[src/rtl/tcpp_pkg.sv]
// Types and constants of the text command protocol parser.
package tcpp_pkg;

    localparam int TOK_LEN_W = 8;
    localparam int KW_COUNT = 10;
    localparam int KW_FIRST_FIELD = 5;
    localparam int KW_HASH = 9;

    // Input cmd codes
    localparam logic [1:0] CMD_BYTE  = 2'd0;
    localparam logic [1:0] CMD_OPEN  = 2'd1;
    localparam logic [1:0] CMD_CLOSE = 2'd2;

    // Command codes
    localparam logic [2:0] CC_GET    = 3'd0;
    localparam logic [2:0] CC_PUT    = 3'd1;
    localparam logic [2:0] CC_NONE   = 3'd7;

    // Field kinds
    localparam logic [1:0] FK_PASSWORD = 2'd0;
    localparam logic [1:0] FK_FILENAME = 2'd1;
    localparam logic [1:0] FK_FILESIZE = 2'd2;
    localparam logic [1:0] FK_MODE     = 2'd3;

    localparam logic [7:0] CTRL_LIMIT = 8'd32;
    localparam logic [7:0] CH_MINUS   = "-";
    localparam logic [7:0] CH_ZERO    = "0";
    localparam logic [7:0] CH_NINE    = "9";

    // Keyword spelling, padded with zeros; commands, fields, then '#'
    localparam logic [7:0] KW_TEXT [KW_COUNT][8] = '{
        '{"G", "E", "T", 8'h00, 8'h00, 8'h00, 8'h00, 8'h00},
        '{"P", "U", "T", 8'h00, 8'h00, 8'h00, 8'h00, 8'h00},
        '{"L", "I", "S", "T", 8'h00, 8'h00, 8'h00, 8'h00},
        '{"V", "E", "R", "I", "F", "Y", 8'h00, 8'h00},
        '{"R", "E", "B", "O", "O", "T", 8'h00, 8'h00},
        '{"p", "a", "s", "s", "w", "o", "r", "d"},
        '{"f", "i", "l", "e", "n", "a", "m", "e"},
        '{"f", "i", "l", "e", "s", "i", "z", "e"},
        '{"m", "o", "d", "e", 8'h00, 8'h00, 8'h00, 8'h00},
        '{"#", 8'h00, 8'h00, 8'h00, 8'h00, 8'h00, 8'h00, 8'h00}
    };
    localparam logic [3:0] KW_LEN [KW_COUNT] = '{
        4'd3, 4'd3, 4'd4, 4'd6, 4'd6, 4'd8, 4'd8, 4'd8, 4'd4, 4'd1
    };

    typedef enum logic [2:0] {
        PH_IDLE    = 3'd0,
        PH_INIT    = 3'd1,
        PH_FIELD   = 3'd2,
        PH_VALUE   = 3'd3,
        PH_COMMAND = 3'd4,
        PH_CLOSING = 3'd5
    } phase_t;

    typedef enum logic [2:0] {
        EV_NONE       = 3'd0,
        EV_START      = 3'd1,
        EV_NAME_BYTE  = 3'd2,
        EV_NAME_END   = 3'd3,
        EV_PUT_BYTE   = 3'd4,
        EV_PUT_DONE   = 3'd5,
        EV_CLOSE_REQ  = 3'd6,
        EV_CLOSE_FILE = 3'd7
    } ev_t;

    typedef enum logic [1:0] {
        TOK_SKIP   = 2'd0,
        TOK_APPEND = 2'd1,
        TOK_END    = 2'd2,
        TOK_FULL   = 2'd3
    } tok_res_t;

    typedef struct packed {
        logic [1:0] cmd;
        logic [7:0] data_byte;
        logic       packet_end;
    } in_beat_t;

    typedef struct packed {
        logic [2:0]  event_res;
        logic [2:0]  code;
        logic [31:0] value;
        logic [7:0]  out_byte;
    } out_beat_t;

    typedef struct packed {
        logic [TOK_LEN_W-1:0] len;
        logic [KW_COUNT-1:0]  match;
        logic [31:0]          accum;
        logic                 neg;
        logic                 stopped;
    } tok_state_t;

    typedef struct packed {
        tok_res_t            res;
        tok_state_t          st;
        logic [KW_COUNT-1:0] hit;
    } tok_out_t;

    localparam tok_state_t TOK_CLEAR = '{
        len: '0, match: '1, accum: '0, neg: 1'b0, stopped: 1'b0
    };

endpackage

[src/rtl/tcpp_token.sv]
// Tokenizer step: keyword match, decimal accumulate and token end detection.
module tcpp_token import tcpp_pkg::*; #(
    parameter int MAX_TOKEN = 251
) (
    input  tok_state_t  st,
    input  logic [7:0]  data_byte,
    output tok_out_t    tok
);

    logic       is_ctrl;
    logic       is_digit;
    tok_state_t app;
    logic [TOK_LEN_W-1:0] len_app;

    assign is_ctrl  = data_byte < CTRL_LIMIT;
    assign is_digit = (data_byte >= CH_ZERO) && (data_byte <= CH_NINE);
    assign len_app  = st.len + TOK_LEN_W'(1);

    always_comb begin
        app = st;
        app.len = len_app;
        for (int k = 0; k < KW_COUNT; k++) begin
            if ((st.len >= TOK_LEN_W'(KW_LEN[k])) || (KW_TEXT[k][st.len[2:0]] != data_byte)) begin
                app.match[k] = 1'b0;
            end
        end
        if ((st.len == '0) && (data_byte == CH_MINUS)) begin
            app.neg = 1'b1;
        end else if (!st.stopped) begin
            if (is_digit) begin
                // x*10 as two shifts and an add, wrapping at 32 bits
                app.accum = (st.accum << 3) + (st.accum << 1)
                          + {24'd0, data_byte - CH_ZERO};
            end else begin
                app.stopped = 1'b1;
            end
        end
    end

    always_comb begin
        if (is_ctrl) begin
            tok.res = (st.len == '0) ? TOK_SKIP : TOK_END;
            tok.st  = st;
        end else begin
            tok.res = (len_app >= TOK_LEN_W'(MAX_TOKEN)) ? TOK_FULL : TOK_APPEND;
            tok.st  = app;
        end
        for (int k = 0; k < KW_COUNT; k++) begin
            tok.hit[k] = tok.st.match[k] && (tok.st.len == TOK_LEN_W'(KW_LEN[k]));
        end
    end

endmodule

[src/rtl/tcpp_skid.sv]
// Output register with one skid entry for the result channel.
module tcpp_skid import tcpp_pkg::*; (
    input  logic      aclk,
    input  logic      aresetn,
    input  logic      in_valid,
    output logic      in_ready,
    input  out_beat_t in_data,
    output logic      out_valid,
    input  logic      out_ready,
    output out_beat_t out_data
);

    logic      out_valid_reg, out_valid_next;
    logic      skid_valid_reg, skid_valid_next;
    out_beat_t out_reg, out_next;
    out_beat_t skid_reg, skid_next;
    logic      take;

    assign in_ready  = !skid_valid_reg;
    assign out_valid = out_valid_reg;
    assign out_data  = out_reg;
    assign take      = in_valid && !skid_valid_reg;

    always_comb begin
        out_valid_next  = out_valid_reg;
        skid_valid_next = skid_valid_reg;
        out_next        = out_reg;
        skid_next       = skid_reg;
        if (!out_valid_reg || out_ready) begin
            // skid entry drains first; no new beat is taken while it is full
            out_valid_next  = skid_valid_reg || take;
            out_next        = skid_valid_reg ? skid_reg : in_data;
            skid_valid_next = 1'b0;
        end else if (take) begin
            skid_next       = in_data;
            skid_valid_next = 1'b1;
        end
    end

    always_ff @(posedge aclk) begin
        if (!aresetn) begin
            out_valid_reg  <= 1'b0;
            skid_valid_reg <= 1'b0;
        end else begin
            out_valid_reg  <= out_valid_next;
            skid_valid_reg <= skid_valid_next;
        end
        out_reg  <= out_next;
        skid_reg <= skid_next;
    end

endmodule

[src/rtl/text_command_protocol_parser.sv]
// Top level of the text command protocol parser.
//
// Usage:
//   s_ channel: one beat per event - a received byte (cmd 0), connection
//   opened (cmd 1) or connection closed (cmd 2), with packet_end on the
//   last byte of a delivered packet. cmd 3 is ignored.
//   m_ channel: exactly one result beat per input beat, in order. Most are
//   event_res 0 (none); the others carry command start, filename bytes and
//   name end, PUT data bytes, PUT completion, close requests or file close.
//   Result: registered in the output register, or in the skid while stalled.
//   Throughput: one beat per cycle while s_ready is high; all per-byte
//   work (keyword compare, decimal accumulate, size compare) fits between
//   the state registers and the output register.
//   Stall: a one-entry skid behind the output register lets one more beat
//   in while m_ready is low; then s_ready drops until the skid drains.
//   Reset: parser idle, no command, counters cleared, m_valid low.
//   A byte while idle gives a close request.
module text_command_protocol_parser import tcpp_pkg::*; #(
    parameter int MAX_TOKEN = 251
) (
    input  logic      aclk,
    input  logic      aresetn,
    input  logic      s_valid,
    output logic      s_ready,
    input  in_beat_t  s_data,
    output logic      m_valid,
    input  logic      m_ready,
    output out_beat_t m_data
);

    // ---------------- parser state ----------------
    phase_t     phase_reg, phase_next;
    logic [2:0] cmd_code_reg, cmd_code_next;
    logic [1:0] field_kind_reg, field_kind_next;
    tok_state_t tok_reg, tok_next;
    logic [31:0] size_limit_reg, size_limit_next;
    logic [31:0] bytes_taken_reg, bytes_taken_next;
    logic       skip_reg, skip_next;
    logic       put_done_reg, put_done_next;

    logic       accept;
    tok_out_t   tok;
    logic       ended;
    logic       cmd_hit;
    logic [2:0] cmd_hit_code;
    logic       field_hit;
    logic [1:0] field_hit_kind;
    logic       is_ctrl;
    logic       took;
    logic [31:0] bt_inc;
    out_beat_t  beat;

    assign accept  = s_valid && s_ready;
    assign is_ctrl = s_data.data_byte < CTRL_LIMIT;
    assign ended   = (tok.res == TOK_END) || (tok.res == TOK_FULL);
    assign bt_inc  = bytes_taken_reg + 32'd1;
    assign took    = bytes_taken_reg < size_limit_reg;

    // one byte step of the current token
    tcpp_token #(
        .MAX_TOKEN (MAX_TOKEN)
    ) u_token (
        .st        (tok_reg),
        .data_byte (s_data.data_byte),
        .tok       (tok)
    );

    // keyword hits: command words, then field names; later entry wins
    always_comb begin
        cmd_hit        = 1'b0;
        cmd_hit_code   = CC_GET;
        field_hit      = 1'b0;
        field_hit_kind = FK_PASSWORD;
        for (int k = 0; k < KW_FIRST_FIELD; k++) begin
            if (tok.hit[k]) begin
                cmd_hit      = 1'b1;
                cmd_hit_code = 3'(k);
            end
        end
        for (int k = KW_FIRST_FIELD; k < KW_HASH; k++) begin
            if (tok.hit[k]) begin
                field_hit      = 1'b1;
                field_hit_kind = 2'(k - KW_FIRST_FIELD);
            end
        end
    end

    // ---------------- next phase ----------------
    always_comb begin
        phase_next = phase_reg;
        if (accept) begin
            unique case (s_data.cmd)
                CMD_OPEN:  phase_next = PH_INIT;
                CMD_CLOSE: phase_next = PH_IDLE;
                CMD_BYTE: begin
                    unique case (phase_reg)
                        PH_INIT: begin
                            if (ended) begin
                                phase_next = cmd_hit ? PH_FIELD : PH_CLOSING;
                            end
                        end
                        PH_FIELD: begin
                            if (ended) begin
                                if (field_hit) begin
                                    phase_next = PH_VALUE;
                                end else if (tok.hit[KW_HASH]) begin
                                    phase_next = PH_COMMAND;
                                end else begin
                                    phase_next = PH_CLOSING;
                                end
                            end
                        end
                        PH_VALUE: begin
                            if (ended) begin
                                phase_next = PH_FIELD;
                            end
                        end
                        PH_COMMAND, PH_CLOSING: phase_next = phase_reg;
                        default: phase_next = PH_CLOSING;
                    endcase
                    // closing ends with the packet
                    if (s_data.packet_end && (phase_next == PH_CLOSING)) begin
                        phase_next = PH_IDLE;
                    end
                end
                default: phase_next = phase_reg;
            endcase
        end
    end

    // ---------------- datapath and result beat ----------------
    always_comb begin
        cmd_code_next    = cmd_code_reg;
        field_kind_next  = field_kind_reg;
        tok_next         = tok_reg;
        size_limit_next  = size_limit_reg;
        bytes_taken_next = bytes_taken_reg;
        skip_next        = skip_reg;
        put_done_next    = put_done_reg;
        beat             = '0;
        if (accept) begin
            case (s_data.cmd)
                CMD_OPEN: begin
                    cmd_code_next    = CC_NONE;
                    tok_next         = TOK_CLEAR;
                    size_limit_next  = '0;
                    bytes_taken_next = '0;
                    skip_next        = 1'b0;
                    put_done_next    = 1'b0;
                end
                CMD_CLOSE: begin
                    if ((cmd_code_reg == CC_GET) || (cmd_code_reg == CC_PUT)) begin
                        beat.event_res = EV_CLOSE_FILE;
                    end
                end
                CMD_BYTE: begin
                    case (phase_reg)
                        PH_INIT, PH_FIELD, PH_VALUE: begin
                            // token bytes: a control ending a token arms the skip
                            if (tok.res == TOK_END) begin
                                skip_next = 1'b1;
                            end else if (tok.res != TOK_SKIP) begin
                                skip_next = 1'b0;
                            end
                            tok_next = ended ? TOK_CLEAR : tok.st;
                            if (phase_reg == PH_INIT) begin
                                if (ended) begin
                                    if (cmd_hit) begin
                                        cmd_code_next = cmd_hit_code;
                                    end else begin
                                        beat.event_res = EV_CLOSE_REQ;
                                    end
                                end
                            end else if (phase_reg == PH_FIELD) begin
                                if (ended) begin
                                    if (field_hit) begin
                                        field_kind_next = field_hit_kind;
                                    end else if (tok.hit[KW_HASH]) begin
                                        beat.event_res = EV_START;
                                        beat.code      = cmd_code_reg;
                                        beat.value     = size_limit_reg;
                                    end else begin
                                        beat.event_res = EV_CLOSE_REQ;
                                    end
                                end
                            end else begin
                                if (field_kind_reg == FK_FILENAME) begin
                                    case (tok.res)
                                        TOK_APPEND: begin
                                            beat.event_res = EV_NAME_BYTE;
                                            beat.value     = {24'd0, tok_reg.len};
                                            beat.out_byte  = s_data.data_byte;
                                        end
                                        TOK_FULL: begin
                                            beat.event_res = EV_NAME_END;
                                            beat.value     = {24'd0, tok.st.len};
                                            beat.out_byte  = s_data.data_byte;
                                        end
                                        TOK_END: begin
                                            beat.event_res = EV_NAME_END;
                                            beat.value     = {24'd0, tok.st.len};
                                        end
                                        default: beat.event_res = EV_NONE;
                                    endcase
                                end
                                if (ended && ((field_kind_reg == FK_FILESIZE)
                                              || (field_kind_reg == FK_MODE))) begin
                                    size_limit_next  = tok.st.neg ? (32'd0 - tok.st.accum)
                                                                  : tok.st.accum;
                                    bytes_taken_next = '0;
                                end
                            end
                        end
                        PH_COMMAND: begin
                            if ((cmd_code_reg == CC_PUT) && !put_done_reg
                                && !(skip_reg && is_ctrl)) begin
                                skip_next = 1'b0;
                                if (took) begin
                                    bytes_taken_next = bt_inc;
                                end
                                // size reached at packet end: complete once
                                if (s_data.packet_end && (!took || (bt_inc == size_limit_reg))) begin
                                    beat.event_res = EV_PUT_DONE;
                                    put_done_next  = 1'b1;
                                    beat.value     = {31'd0, took};
                                    beat.out_byte  = took ? s_data.data_byte : 8'd0;
                                end else if (took) begin
                                    beat.event_res = EV_PUT_BYTE;
                                    beat.value     = bytes_taken_reg;
                                    beat.out_byte  = s_data.data_byte;
                                end
                            end
                        end
                        PH_CLOSING: beat.event_res = EV_NONE;
                        default:    beat.event_res = EV_CLOSE_REQ;
                    endcase
                    if (s_data.packet_end) begin
                        skip_next = 1'b0;
                    end
                end
                default: beat.event_res = EV_NONE;
            endcase
        end
    end

    always_ff @(posedge aclk) begin
        if (!aresetn) begin
            phase_reg       <= PH_IDLE;
            cmd_code_reg    <= CC_NONE;
            field_kind_reg  <= FK_PASSWORD;
            tok_reg         <= TOK_CLEAR;
            size_limit_reg  <= '0;
            bytes_taken_reg <= '0;
            skip_reg        <= 1'b0;
            put_done_reg    <= 1'b0;
        end else begin
            phase_reg       <= phase_next;
            cmd_code_reg    <= cmd_code_next;
            field_kind_reg  <= field_kind_next;
            tok_reg         <= tok_next;
            size_limit_reg  <= size_limit_next;
            bytes_taken_reg <= bytes_taken_next;
            skip_reg        <= skip_next;
            put_done_reg    <= put_done_next;
        end
    end

    // result beat into the output register / skid
    tcpp_skid u_skid (
        .aclk      (aclk),
        .aresetn   (aresetn),
        .in_valid  (s_valid),
        .in_ready  (s_ready),
        .in_data   (beat),
        .out_valid (m_valid),
        .out_ready (m_ready),
        .out_data  (m_data)
    );

endmodule

[config.mk]
export PLATFORM = sky130hd
export DESIGN_NAME = text_command_protocol_parser
export DESIGN_NICKNAME = d
export VERILOG_FILES = /design/src/rtl/tcpp_pkg.sv /design/src/rtl/tcpp_token.sv /design/src/rtl/tcpp_skid.sv /design/src/rtl/text_command_protocol_parser.sv
export SDC_FILE = /design/constraint.sdc
export NUM_CORES = 1
export LEC_CHECK = 0
export BUFFER_PORTS_ARGS = -buffer_cell sky130_fd_sc_hd__buf_4
export CAP_MARGIN = 15
export CORE_UTILIZATION = 52
export CTS_CLUSTER_DIAMETER = 60
export DETAILED_ROUTE_END_ITERATION = 6
export PLACE_DENSITY = 0.69
export SLEW_MARGIN = 20
export SYNTH_ARGS = -nofsm -noshare
export SYNTH_HDL_FRONTEND = slang
export SYNTH_SLANG_ARGS = --single-unit
export TNS_END_PERCENT = 1
[constraint.sdc]
create_clock -name aclk -period 6.4 [get_ports aclk]
set_input_delay 0.32 -clock aclk [delete_from_list [all_inputs] [get_ports aclk]]
set_output_delay 0.32 -clock aclk [all_outputs]
set_load 0.1 [all_outputs]
Word-level counts from Yosys, hierarchy flattened
Memories as Yosys holds them, arrays and structs flattened. Cells that the tools add are included.

Memories: 10. Output and inout bits: 48. Bits in read-only memories: 640. RAM bits: 0. Input bits: 15. Bits in latches: 0. Bits in registers: 220.

Memory list: (name not given) (depth 8, width 8, rd ports 1, clocked after Yosys merged registers in 0, write ports 0, RTL line tcpp_token.sv:23) `if ((st.len >= TOK_LEN_W'(KW_LEN[k])) || (KW_TEXT[k][st.len[2:0]] != data_byte)) begin`; (name not given) (depth 8, width 8, rd ports 1, clocked after Yosys merged registers in 0, write ports 0, RTL line tcpp_token.sv:23); (name not given) (depth 8, width 8, rd ports 1, clocked after Yosys merged registers in 0, write ports 0, RTL line tcpp_token.sv:23); (name not given) (depth 8, width 8, rd ports 1, clocked after Yosys merged registers in 0, write ports 0, RTL line tcpp_token.sv:23); (name not given) (depth 8, width 8, rd ports 1, clocked after Yosys merged registers in 0, write ports 0, RTL line tcpp_token.sv:23); (name not given) (depth 8, width 8, rd ports 1, clocked after Yosys merged registers in 0, write ports 0, RTL line tcpp_token.sv:23); +4 memories.

$mul: 0. $add $sub $neg: 6. Order comparisons: 11. Equal/unequal tests: 53. Bitwise operators: 4. Reduce and logical (&&, ||, !) cells: 61. Muxes and demuxes: 130. Shift-type cells: 0. Div/mod/pow operators: 0.

Operators by type and width (number): $mux W32 (14); $pmux W32 S2 (3); $mux W8 (23); $mux W40 (3); $mux W52 (2); $pmux W52 S2 (1); $mux W46 (2); $mux W43 (2); $ne A8 B8 Y1 (10); $pmux W40 S2 (1); $mux W3 (26); $mux W38 (2); $mux W54 (1); $mux W35 (1); $mux W1 (33); $add A32 B1 Y32 const B (1); $add A32 B32 Y32 (1); $add A32 B8 Y32 (1); $eq A32 B32 Y1 (1); $lt A32 B32 Y1 (1); $sub A1 B32 Y32 const A (1); $ne A3 B3 Y1 const B (7); $logic_and A1 B1 Y1 (19); $pmux W3 S3 (2); other kinds (51) (107).

Logic depth before layout (Yosys ltp)
Gate-level depths: netlist of the first run.

Depth in word-level cells: 24. Depth in mapped cells: 18.

Cells and area by module
Synthesis of the first run repeated with hierarchy kept, for this count alone.

Cells, all modules: 1865. Area, all modules: 16041.6 sq um.

By module, submodules not included: text_command_protocol_parser (times used 1, cells each 1129, sequential area each 2522.4 sq um, area each 8642.0 sq um); tcpp_token (times used 1, cells each 585, sequential area each 0.0 sq um, area each 3977.6 sq um); tcpp_skid (times used 1, cells each 151, sequential area each 2802.7 sq um, area each 3422.0 sq um).

Worst setup path after synthesis of the first run
OpenSTA, ideal clock, no wires.

Path kind: register to register. Start point: register u_skid.out_valid_reg, in the netlist u_skid.out_valid. End point: register u_skid.skid_reg[0] (netlist bit), enable pin. Clock period less this slack: 4836 ps. Setup slack: 1564 ps. Arrival time: 4387 ps. Cell stages (with the launch flop): 3. Path buffers: 0. Cell sequence: dfxtp_1 -> nand2b_1 -> nor2_1.

Cells in the longest elaborated chain, start to end: 4.

Ends and longest elaborated chain: from (decl) (RTL line tcpp_skid.sv:13) `logic out_valid_reg, out_valid_next;`; from (signal assigned) (RTL line tcpp_skid.sv:45) `out_valid_reg <= out_valid_next;`; $logic_not A1 Y1 (RTL line tcpp_skid.sv:29) `if (!out_valid_reg || out_ready) begin`; $logic_or A1 B1 Y1 (RTL line tcpp_skid.sv:29); $not A1 Y1 (no line); $reduce_and A2 Y1 (no line); to (signal assigned) (RTL line tcpp_skid.sv:49) `skid_reg <= skid_next;`; to (decl) (RTL line tcpp_skid.sv:16) `out_beat_t skid_reg, skid_next;`.

No other way between the ends. A chain may end at the register's enable or synchronous reset.

==> run summary, run 1 <==
In this run, post-CTS repair resized a total of 0 instances. The die boundary width came out at 176 um. The post-synthesis cell area is 15,800 sq um.

STA classifies the critical path endpoint as a flip-flop. Setup repair after global routing left no endpoint under its margin. The worst path arrival time is 5.23 ns. The floorplan core area is 29,800 sq um. The worst setup slack after layout is 1.45 ns. The worst hold path begins at s_data[9].

The count of final hold-check violations is 0. The number of rows in the core area came out at 63. The synthesized design contains 92 enable-type register cells. The type of the setup path with the least slack is flip-flop to flip-flop. The synthesis-stage register bit count is 220. The tree is rooted in a sky130_fd_sc_hd__clkbuf_16. The worst register-to-register path begins at bytes_taken_reg[8]. The I/O pin count came out at 63. The worst setup path is launched from a flip-flop. Buffers placed on the I/O ports in this run total 62. Summing all placed instances gives a cell area of 16,400 sq um.

Among all flip-flop cells after synthesis, the most frequent one is sky130_fd_sc_hd__dfxtp_1. Entering global routing, the biggest net connects 77 pins. The post-synthesis area per instance came out at 8.42 sq um. The max-capacitance violation count came out at 0.

IR analysis of the VDD net gives a maximum drop of 129 uV. The first global-routing pass estimated 71.8 mm of wire. The DRC marker count from the first detailed-route iteration came out at 1,371.

The transition at the pin with the smallest max-transition slack is 1.07 ns. The post-synthesis cell count came out at 1,877. The number of global-route vias before repair came out at 13,300. The synthesized netlist contains 88 unique library cells. The routability congestion estimate came out at 0.972. The relative slew slack is 0.285. The net count reported at finish is 1,976.

Among all cell types in the netlist, the one instantiated most often is sky130_fd_sc_hd__nor2_1. The shortest period the worst path allows came out at 4.95 ns. TritonCTS built the clock tree. The layout cell share with drive strength beyond 1 came out at 0.0853. Summed over all cells, the static leakage comes to 6.81 nW. The initial utilization of the core area, before any placement, comes to 0.531. By area the synthesized netlist is led by sky130_fd_sc_hd__edfxtp_1, sky130_fd_sc_hd__dfxtp_1, sky130_fd_sc_hd__ha_1. The number of buffers on the longest clock path came out at 3.

The final core utilization is 0.579. The number of post-CTS setup repair buffers came out at 0. The final count of pins violating max slew came to 0.

For the worst-skew pair, the clock arrives at the later sink with an insertion delay of 0.53 ns. The routed layout has 14,400 vias. After detailed routing, the number of remaining DRC violations is 0.

The clock-pin slew reported for the worst setup and hold paths after clock tree synthesis came out at 0.07 ns. The share of the Yosys chip area taken by registers is 0.337. In this run the power density over the cells is 190 nW/um^2. The number of inserted diodes came out at 0. The final sum of negative setup slack is 0 ns.

Summed over all instances, the cell type with the most area after synthesis is sky130_fd_sc_hd__edfxtp_1. Clock tree synthesis found a total of 220 sinks. For this run, the number of Yosys warnings is 0. The combined flip-flop and latch cell area is 5330 sq um. After detailed routing, the total wire length is 44.2 mm. The class of the most critical hold timing path is primary input to flip-flop. The register with the most flip-flops in the layout has 52 of them. The highest clock rate came out at 0.202 GHz. The number of nets in the synthesized netlist came out at 1,996. After routing the design area is 17,300 sq um.

The first TritonRoute pass finished after 7 iterations. Sorting the synthesized cells by how often they occur yields sky130_fd_sc_hd__nor2_1, sky130_fd_sc_hd__a21oi_1, sky130_fd_sc_hd__nand2_1. Fill cells in the final layout number 2,684.

The area of the die came out at 31,100 sq um. The portion of synthesized cell area occupied by the leading cell type came out at 0.175. The critical path starts at bytes_taken_reg[8]. The routed via count divided by cell count came out at 6.37. OpenSTA, run right after detailed placement, puts the worst setup slack at 1.50 ns. Summing all multi-input logic gate instances after layout gives 9760 sq um. The per-cell routed wire length came out at 19.5 um. The share of synthesized flip-flops with an asynchronous set or reset came out at 0. The hold buffer count at CTS is 0. The final worst clock skew is 0.0164 ns. The die outline height came out at 176 um. The HPWL after detailed placement is 31.8 mm. The count of endpoints failing setup in the final report is 0. The area growth from synthesis to layout is 9.17%. Along the worst path, the maximum fanout reaches 31. The final global-route overflow total is 0. The clock buffer count from CTS is 24.

The number of antenna violations at the first check in global routing is 0. The global-route usage over all layers is 0.283. For the worst setup path, the data required time is 6.68 ns. The flow ran to the end, and the final reports show no timing, DRC or antenna violations. The remaining antenna violation count is 0. The number of H-tree levels came out at 1. The post-route fraction of the period consumed by the critical path came out at 0.773.
==> critical path, cell delays in order, from the launching register on <==
cell	delay (ns)
sky130_fd_sc_hd__dfxtp_1	0.62
sky130_fd_sc_hd__and4_1	0.45
sky130_fd_sc_hd__nand2_2	0.17
sky130_fd_sc_hd__nor4_4	0.70
sky130_fd_sc_hd__nand4_1	0.25
sky130_fd_sc_hd__a2111o_1	0.45
sky130_fd_sc_hd__or4b_1	0.52
sky130_fd_sc_hd__nor3_2	0.20
sky130_fd_sc_hd__and4_1	0.30
sky130_fd_sc_hd__and4b_1	0.21
sky130_fd_sc_hd__buf_4	0.23
sky130_fd_sc_hd__a221o_1	0.42
sky130_fd_sc_hd__a21o_1	0.17
==> layout by cell type (no fill, tap or decap), drive strengths merged, types with 23 or more instances in the layout <==
master / Yosys / routed
nor2: 175 / 175
a21oi: 149 / 149
nand2: 131 / 131
dfxtp: 128 / 128
o21ai: 124 / 124
ha: 98 / 98
edfxtp: 92 / 92
buf: 22 / 81
xnor2: 78 / 78
nand3: 74 / 74
inv: 66 / 68
a21o: 60 / 60
xor2: 41 / 41
nand4: 35 / 35
and3: 33 / 33
nor3: 33 / 33
clkbuf: 105 / 31
a22o: 30 / 30
a31oi: 28 / 28
a22oi: 24 / 24
o31ai: 23 / 23
==> per-layer routing <==
metal	share of wire	track usage
met4	0.020	0.0722
met2	0.43	0.422
met3	0.074	0.0299
met1	0.48	0.431
met5	0	0
==> cell type report <==
class | instances | share of cell area
clock buffer | 31 | 0.0381
clock inverter | 13 | 0.00993
timing repair buffer | 81 | 0.0352
sequential | 220 | 0.309
tap | 390 | 0.0283
inverter | 67 | 0.0146
multi-input combinational | 1463 | 0.565
==> path summary, 6_finish.rpt <==
check	endpoint	slack, ns	cells past startpoint
worst max-delay path	u_skid.out_data[11]	1.45	12
worst min-delay path	put_done_reg	0.10	2
worst max register to register	u_skid.out_data[11]	1.45	12
worst min register to register	tok_reg[43]	0.44	2
==> cell families (layout without fill, tap and decap cells) <==
logic type | count (synthesis) | in the layout | synth area share
AND/OR/NAND/NOR | 631 | 631 | 0.203
AO/OA/AOI/OAI | 588 | 588 | 0.246
flip-flops | 220 | 220 | 0.337
buffers and inverters | 194 | 192 | 0.0489
XOR/XNOR | 120 | 120 | 0.0674
adder cells (fa/ha/maj) | 104 | 104 | 0.0852
multiplexers | 20 | 20 | 0.0127
==> power breakdown <==
part | switching, mW | total [mW] | internal (mW)
Sequential | 0.0106 | 1.49 | 1.48
Combinational | 0.256 | 0.328 | 0.0725
Clock | 0.604 | 1.46 | 0.858
==> through the flow <==
stage          instances  hold WS (ns)  power (mW)
2_1_floorplan       1877         0.422        1.77
3_3_place_gp        2221         0.433        1.85
3_5_place_dp        2221         0.433        1.85
4_1_cts             2265        0.0879        3.29
5_1_grt             2265         0.101        3.37
6_report            2265         0.103        3.28
No activity file was read; power rests on OpenSTA's default activity.
==> run 2: changes to the inputs <==
--- a/config.mk
+++ b/config.mk
@@ -10,7 +10,7 @@
 export CORE_UTILIZATION = 52
 export CTS_CLUSTER_DIAMETER = 60
 export DETAILED_ROUTE_END_ITERATION = 6
-export PLACE_DENSITY = 0.69
+export PLACE_DENSITY = 0.72
 export SLEW_MARGIN = 20
 export SYNTH_ARGS = -nofsm -noshare
 export SYNTH_HDL_FRONTEND = slang
==> constraint.sdc (replaced) <==
create_clock -name aclk -period 4.24 [get_ports aclk]
set_input_delay 0.212 -clock aclk [delete_from_list [all_inputs] [get_ports aclk]]
set_output_delay 0.212 -clock aclk [all_outputs]
set_load 0.1 [all_outputs]
==> run summary, run 2 (synthesis results as in run 1) <==
The cell area after placement is 17,300 sq um (+5.4%). The remaining antenna violation count is 0 (unchanged). The number of rows in the core area came to 63 (unchanged).

Setup repair after global routing could not meet its margin everywhere. The shortest period the worst path allows was 4.08 ns (-0.871 ns). The number of flip-flops under the largest register name is 52 (unchanged). The DRC marker count from the first detailed-route iteration came out at 1,295 (-5.5%). The clock share of power came out at 0.404 (-0.041). The clock latency reported for the late side of the worst-skew pair was 0.52 ns (about the same). The detailed placer's ending HPWL is 34.1 mm (+7.2%). The die outline height is 176 um (unchanged). The number of global-route vias before repair is 13,800 (+3.8%). The post-route fraction of the period consumed by the critical path is 0.962 (+0.188). The path class of the tightest hold or removal check is primary input to flip-flop. The number of post-CTS setup repair buffers is 0 (unchanged). The leakage dissipation came out at 7.33 nW (+7.7%).

The relative slew slack came out at 0.343 (+0.0574). The final core utilization came out at 0.606 (+0.0265). Leaving out fill and tap cells, the most frequent cell in the layout is sky130_fd_sc_hd__buf_4. The worst path arrival time came out at 4.34 ns (-0.89 ns). The final worst clock skew was 0.0206 ns (+0.00425 ns).

The aggregate routed wire length came to 45.8 mm (+3.6%). The combinational power share is 0.112 (+0.012). The critical path launch point type is a flip-flop.

The area growth from synthesis to layout is 14.2%. The net count reported at finish is 2,088 (+5.7%). The number of buffers on the longest clock path was 3 (unchanged). The max-capacitance violation count is 0 (unchanged).

The quantity of I/O buffers inserted on ports is 62 (unchanged). The final global-route overflow total is 0 (unchanged). The final sum of negative setup slack is 0 ns (unchanged). The layout filler cell count is 2,604 (-3.0%). The summed area of non-filler cells in the final layout is 18,000 sq um (+4.6%). The floorplan core area came out at 29,800 sq um (unchanged). The combined area of the multi-input logic cells came out at 9790 sq um (+0.33%).

The per-cell routed wire length is 19.3 um (-1.2%). The cell sitting at the root of the clock tree is a sky130_fd_sc_hd__clkbuf_16. The final count of pins violating max slew is 0 (unchanged). The total clock sinks is 220 (unchanged).

The peak supply drop is 219 uV (+70%). The number of vias after detailed routing came to 15,000 (+3.7%). The required time of the worst setup path is 4.50 ns (-2.18 ns). The clock buffer count from CTS came out at 23 (-4.2%). The largest fanout on the critical path came out at 27 (-13%). The routability congestion estimate is 1.01 (+3.5%).

The number of instances in the placed design is 2,333 (+5.0%). The number of H-tree levels came to 1 (unchanged). The number of inserted diodes came out at 0 (unchanged). The net switching component of the power is 1.24 mW (+43%). The run finished with clean final reports.

The count of final hold-check violations was 0 (unchanged). The starting utilization of the core area came out at 0.531 (unchanged). The type of the setup path with the least slack is flip-flop to flip-flop. The number of design rule violations left after detail routing is 0 (unchanged).

The filler-free cell count of the finished design came out at 2,374 (+4.8%). The slowest stage of the critical path is the sky130_fd_sc_hd__or4b_1 cell. STA classifies the critical path endpoint as a flip-flop. The global-route usage over all layers is 0.291 (+0.00841).

The global-route wire length before repair came out at 73.9 mm (+2.9%). The I/O pin count is 63 (unchanged). The routed via count divided by cell count is 6.31 (-1.0%). The power density over the cells came out at 258 nW/um^2 (+36%).

The highest clock rate came out at 0.245 GHz (+21%). TritonCTS built the clock tree. The combined flip-flop and latch cell area is 5330 sq um (about the same). The clock-pin slew reported for the worst setup and hold paths after clock tree synthesis came to 0.07 ns (about the same). The register share of total power is 0.484 (+0.029). The internal power contribution came out at 3.42 mW (+42%).

The count of endpoints failing setup in the final report came to 0 (unchanged). The area of the die came out at 31,100 sq um (unchanged). The length of the first detailed-routing pass in iterations came out at 7 (unchanged). The pin count of the biggest net entering global routing came to 88 (+14%). The number of antenna violations at the first check in global routing is 0 (unchanged). The delay of the slowest cell on the worst path is 0.57 ns (-0.13 ns). The transition at the pin with the smallest max-transition slack is 0.984 ns (-0.0844 ns). Leaving out fill and tap cells, the most frequent cells in the layout are sky130_fd_sc_hd__buf_4, sky130_fd_sc_hd__nor2_1, sky130_fd_sc_hd__a21oi_1. The signal on the critical path passes through ha_1 > and3_1 > nand2_2 > or4_4 > nor4b_1 > o211ai_1 > or4b_1 > nor3_2 > and4_1 > and4b_1 > buf_12 > a22o_1 > a21o_1. The layout cell share with drive strength beyond 1 came out at 0.138 (+0.0523). The worst hold margin is 0.0166 ns (-0.0864 ns). The die boundary width came out at 176 um (unchanged).

The switching part of the total power came out at 0.267 (+0.00147).
## run 2: per-layer routing
metal,routed length (um),vias up,global-route usage
li1,-,7186,-
met1,21200,7000,0.434
met2,19500,700,0.433
met3,4040,87,0.0437
met4,998,0,0.0837
met5,0,-,0
## run 2: stage by stage
step | total power [mW] | setup slack, ns
4_1_cts | 4.67 | 0.0841
5_1_grt | 4.80 | -0.0381
6_report | 4.66 | 0.163
3_3_place_gp | 2.81 | 0.0787
2_1_floorplan | 2.67 | -0.0602
3_5_place_dp | 2.81 | -0.0185
## run 2: critical path: cells and delay by family (launching register included)
| kind | cells | cell delay (ns) |
|---|---|---|
| flip-flops | 1 | 0.34 |
| AND/OR/NAND/NOR | 8 | 2.50 |
| AO/OA/AOI/OAI | 3 | 0.59 |
| buffers and inverters | 1 | 0.19 |
| adder cells (fa/ha/maj) | 1 | 0.17 |
## run 2: final cells by class
| cell class | count | area share |
|---|---|---|
| Multi-Input combinational cell | 1463 | 0.542 |
| Inverter | 67 | 0.0139 |
| Clock inverter | 9 | 0.00277 |
| Timing Repair Buffer | 194 | 0.0836 |
| Sequential cell | 220 | 0.295 |
| Tap cell | 390 | 0.0270 |
| Clock buffer | 31 | 0.0352 |
## run 2: timing repair
item | CTS | global route
setup endpoints to repair | 0 | 18
gates resized for setup | 0 | 11
hold buffers | 1 | 0
hold endpoints to repair | 1 | 0
## run 2: final timing paths
path                            slack (ns)               start                     to  cells past startpoint
worst max-delay path                  0.16  bytes_taken_reg[1]    u_skid.out_data[30]                     13
worst min-delay path                  0.02             s_valid  u_skid.skid_valid_reg                      3
worst max register to register        0.16  bytes_taken_reg[1]    u_skid.out_data[30]                     13
worst min register to register        0.46         tok_reg[43]            tok_reg[43]                      2
## run 2: power by group through the flow
| stage | clock network, mW | logic [mW] | registers [mW] |
|---|---|---|---|
| 6_report | 1.88 | 0.520 | 2.25 |
| 5_1_grt | 1.99 | 0.550 | 2.26 |
| 4_1_cts | 1.90 | 0.514 | 2.25 |
| 3_5_place_dp | 0 | 0.512 | 2.30 |
| 3_3_place_gp | 0 | 0.507 | 2.30 |
| 2_1_floorplan | 0 | 0.198 | 2.47 |
==> run 3: changes to the inputs <==
--- a/config.mk
+++ b/config.mk
@@ -10,7 +10,7 @@
 export CORE_UTILIZATION = 52
 export CTS_CLUSTER_DIAMETER = 60
 export DETAILED_ROUTE_END_ITERATION = 6
-export PLACE_DENSITY = 0.72
+export PLACE_DENSITY = 0.69
 export SLEW_MARGIN = 20
 export SYNTH_ARGS = -nofsm -noshare
 export SYNTH_HDL_FRONTEND = slang
==> constraint.sdc (replaced) <==
create_clock -name aclk -period 4.4 [get_ports aclk]
set_input_delay 0.22 -clock aclk [delete_from_list [all_inputs] [get_ports aclk]]
set_output_delay 0.22 -clock aclk [all_outputs]
set_load 0.1 [all_outputs]
==> run summary, run 3 (synthesis results as in run 1) <==
The total clock sinks is 220 (unchanged). The number of buffers on the longest clock path is 3 (unchanged). The routed via count divided by cell count is 6.41 (+1.6%). The global-route wire length before repair came out at 73.7 mm (-0.33%). The final core utilization is 0.597 (-0.00903). The count of endpoints failing setup in the final report is 0 (unchanged). The final worst clock skew came out at 0.0136 ns (-0.00705 ns). The aggregate routed wire length is 45.6 mm (-0.46%). The pin count of the biggest net entering global routing came to 49 (-44%). The leakage dissipation is 7.16 nW (-2.2%).

The number of design rule violations left after detail routing is 0 (unchanged). The I/O pin count came to 63 (unchanged). The largest fanout on the critical path came out at 6 (-78%). The transition at the pin with the smallest max-transition slack came out at 1.00 ns (+0.0206 ns). The global-route usage over all layers came out at 0.290 (-0.00101). The per-cell routed wire length is 19.5 um (+0.90%). Setup repair after global routing left no endpoint under its margin.

The die outline height is 176 um (unchanged). The post-route fraction of the period consumed by the critical path came out at 0.951 (-0.0107). The worst path arrival time came out at 4.45 ns (+0.11 ns). The number of instances in the placed design came out at 2,301 (-1.4%).

STA classifies the critical path endpoint as a flip-flop. The depth of the worst register-to-register path came out at 11 (-2). The number of global-route vias before repair came out at 13,800 (+0.66%). The type of the setup path with the least slack is flip-flop to flip-flop.

The filler-free cell count of the finished design is 2,342 (-1.3%). The clock-pin slew reported for the worst setup and hold paths after clock tree synthesis came out at 0.07 ns (about the same). The clock latency reported for the late side of the worst-skew pair is 0.51 ns (about the same). The die boundary width was 176 um (unchanged). The clock buffer count from CTS is 23 (unchanged). The relative slew slack is 0.328 (-0.0147). The number of H-tree levels is 1 (unchanged). The library cells used most frequently in the layout, excluding fill and tap cells, are sky130_fd_sc_hd__nor2_1, sky130_fd_sc_hd__buf_4, sky130_fd_sc_hd__a21oi_1. The remaining antenna violation count is 0 (unchanged). The number of vias after detailed routing was 15,000 (+0.25%).

The number of antenna violations at the first check in global routing came out at 0 (unchanged). The leading cell type in the layout, fill and taps excluded is sky130_fd_sc_hd__nor2_1. The net count reported at finish is 2,056 (-1.5%). The layout-stage area growth over the synthesis result came out at 12.5%. The required time of the worst setup path is 4.67 ns (+0.17 ns).

The layout filler cell count came to 2,664 (+2.3%). The power density over the cells is 253 nW/um^2 (-1.9%). The overall power came out at 4.50 mW (-3.3%). The max-capacitance violation count came out at 0 (unchanged). The quantity of I/O buffers inserted on ports was 62 (unchanged). The final count of pins violating max slew came out at 0 (unchanged).

The layout cell share with drive strength beyond 1 came out at 0.126 (-0.0121). The peak supply drop was 204 uV (-7.2%). The combined flip-flop and latch cell area came to 5330 sq um (about the same). The final global-route overflow total is 0 (unchanged).

The floorplan core area came out at 29,800 sq um (unchanged). The number of inserted diodes is 0 (unchanged). The tree is rooted in a sky130_fd_sc_hd__clkbuf_16. The highest clock rate was 0.239 GHz (-2.6%). The number of rows in the core area is 63 (unchanged). The routability congestion estimate is 1.02 (+1.8%). The starting utilization of the core area is 0.531 (unchanged). The DRC marker count from the first detailed-route iteration is 1,390 (+7.3%). The area of the die came out at 31,100 sq um (unchanged). The shortest period the worst path allows is 4.18 ns (+0.107 ns). In this run the worst hold path is classified as primary input to flip-flop. The count of final hold-check violations is 0 (unchanged). STA classifies the critical path startpoint as a flip-flop.

TritonCTS built the clock tree. The number of flip-flops under the largest register name was 52 (unchanged). The final sum of negative setup slack is 0 ns (unchanged). The run finished with clean final reports.

The length of the first detailed-routing pass in iterations came out at 6 (-1). The hold path depth is 3 (unchanged). The detailed placer's ending HPWL came out at 33.5 mm (-1.6%). The combined area of the multi-input logic cells is 9790 sq um (about the same).
run 3: changes by cell type in the layout (fill, tap and decap cells not counted), moves of 2 or more:
cell / change
sky130_fd_sc_hd__buf_12: -3
sky130_fd_sc_hd__buf_4: -29
sky130_fd_sc_hd__clkinv_1: -2
sky130_fd_sc_hd__clkinv_2: +3
sky130_fd_sc_hd__clkinv_4: -2
sky130_fd_sc_hd__dfxtp_1: -3
sky130_fd_sc_hd__dfxtp_2: +3
run 3: final cells by class:
class	count	area share
inverters	67	0.0141
well taps	390	0.0274
multi-input cells	1463	0.550
clock buffers	31	0.0364
clock inverters	9	0.00267
repair buffers	162	0.0692
flip-flops and latches	220	0.300
run 3: critical path: stages, from the launching register on:
cell and delay [ns]:
sky130_fd_sc_hd__dfxtp_1 0.39, sky130_fd_sc_hd__nor4_1 0.58, sky130_fd_sc_hd__and3_1 0.36, sky130_fd_sc_hd__o311ai_0 0.23, sky130_fd_sc_hd__nor4b_1 0.56, sky130_fd_sc_hd__o21ai_0 0.29
sky130_fd_sc_hd__a311oi_1 0.52, sky130_fd_sc_hd__or2_2 0.24, sky130_fd_sc_hd__o32ai_1 0.13, sky130_fd_sc_hd__a31oi_1 0.25, sky130_fd_sc_hd__o221ai_1 0.21, sky130_fd_sc_hd__a21o_1 0.20
run 3: through the flow:
step	worst slack, ns	instance area [sq um]	hold WS [ns]
6_report	0.216	17800	0.0238
5_1_grt	0.0229	17800	0.0539
4_1_cts	0.141	17700	0.00665
3_5_place_dp	0.0107	17000	0.436
3_3_place_gp	0.143	17000	0.433
2_1_floorplan	-0.0696	15800	0.395
run 3: timing repair:
| action | 4_1_cts | 5_1_grt |
|---|---|---|
| setup endpoints to repair | 0 | 30 |
| gates resized for setup | 0 | 11 |
| hold buffers | 1 | 0 |
| endpoints found under the hold margin | 1 | 0 |
| setup buffers | 0 | 0 |
run 3: routing by layer:
| metal | global-route usage | part of all wire |
|---|---|---|
| met1 | 0.441 | 0.47 |
| met2 | 0.432 | 0.43 |
| met3 | 0.0301 | 0.086 |
| met4 | 0.0812 | 0.020 |
| met5 | 0 | 0 |
run 3: power by group:
part	switching (mW)	leakage (nW)	internal (mW)	total, mW
registers	0.0162	2.01	2.16	2.17
clock network	0.806	0.348	1.03	1.84
logic	0.377	4.81	0.116	0.494
run 3: final timing paths:
check	from	to	slack, ns
worst max register to register	tok_reg[51]	u_skid.out_data[44]	0.22
worst max-delay path	tok_reg[51]	u_skid.out_data[44]	0.22
worst min-delay path	s_valid	u_skid.out_valid	0.02
worst min register to register	tok_reg[43]	tok_reg[43]	0.44
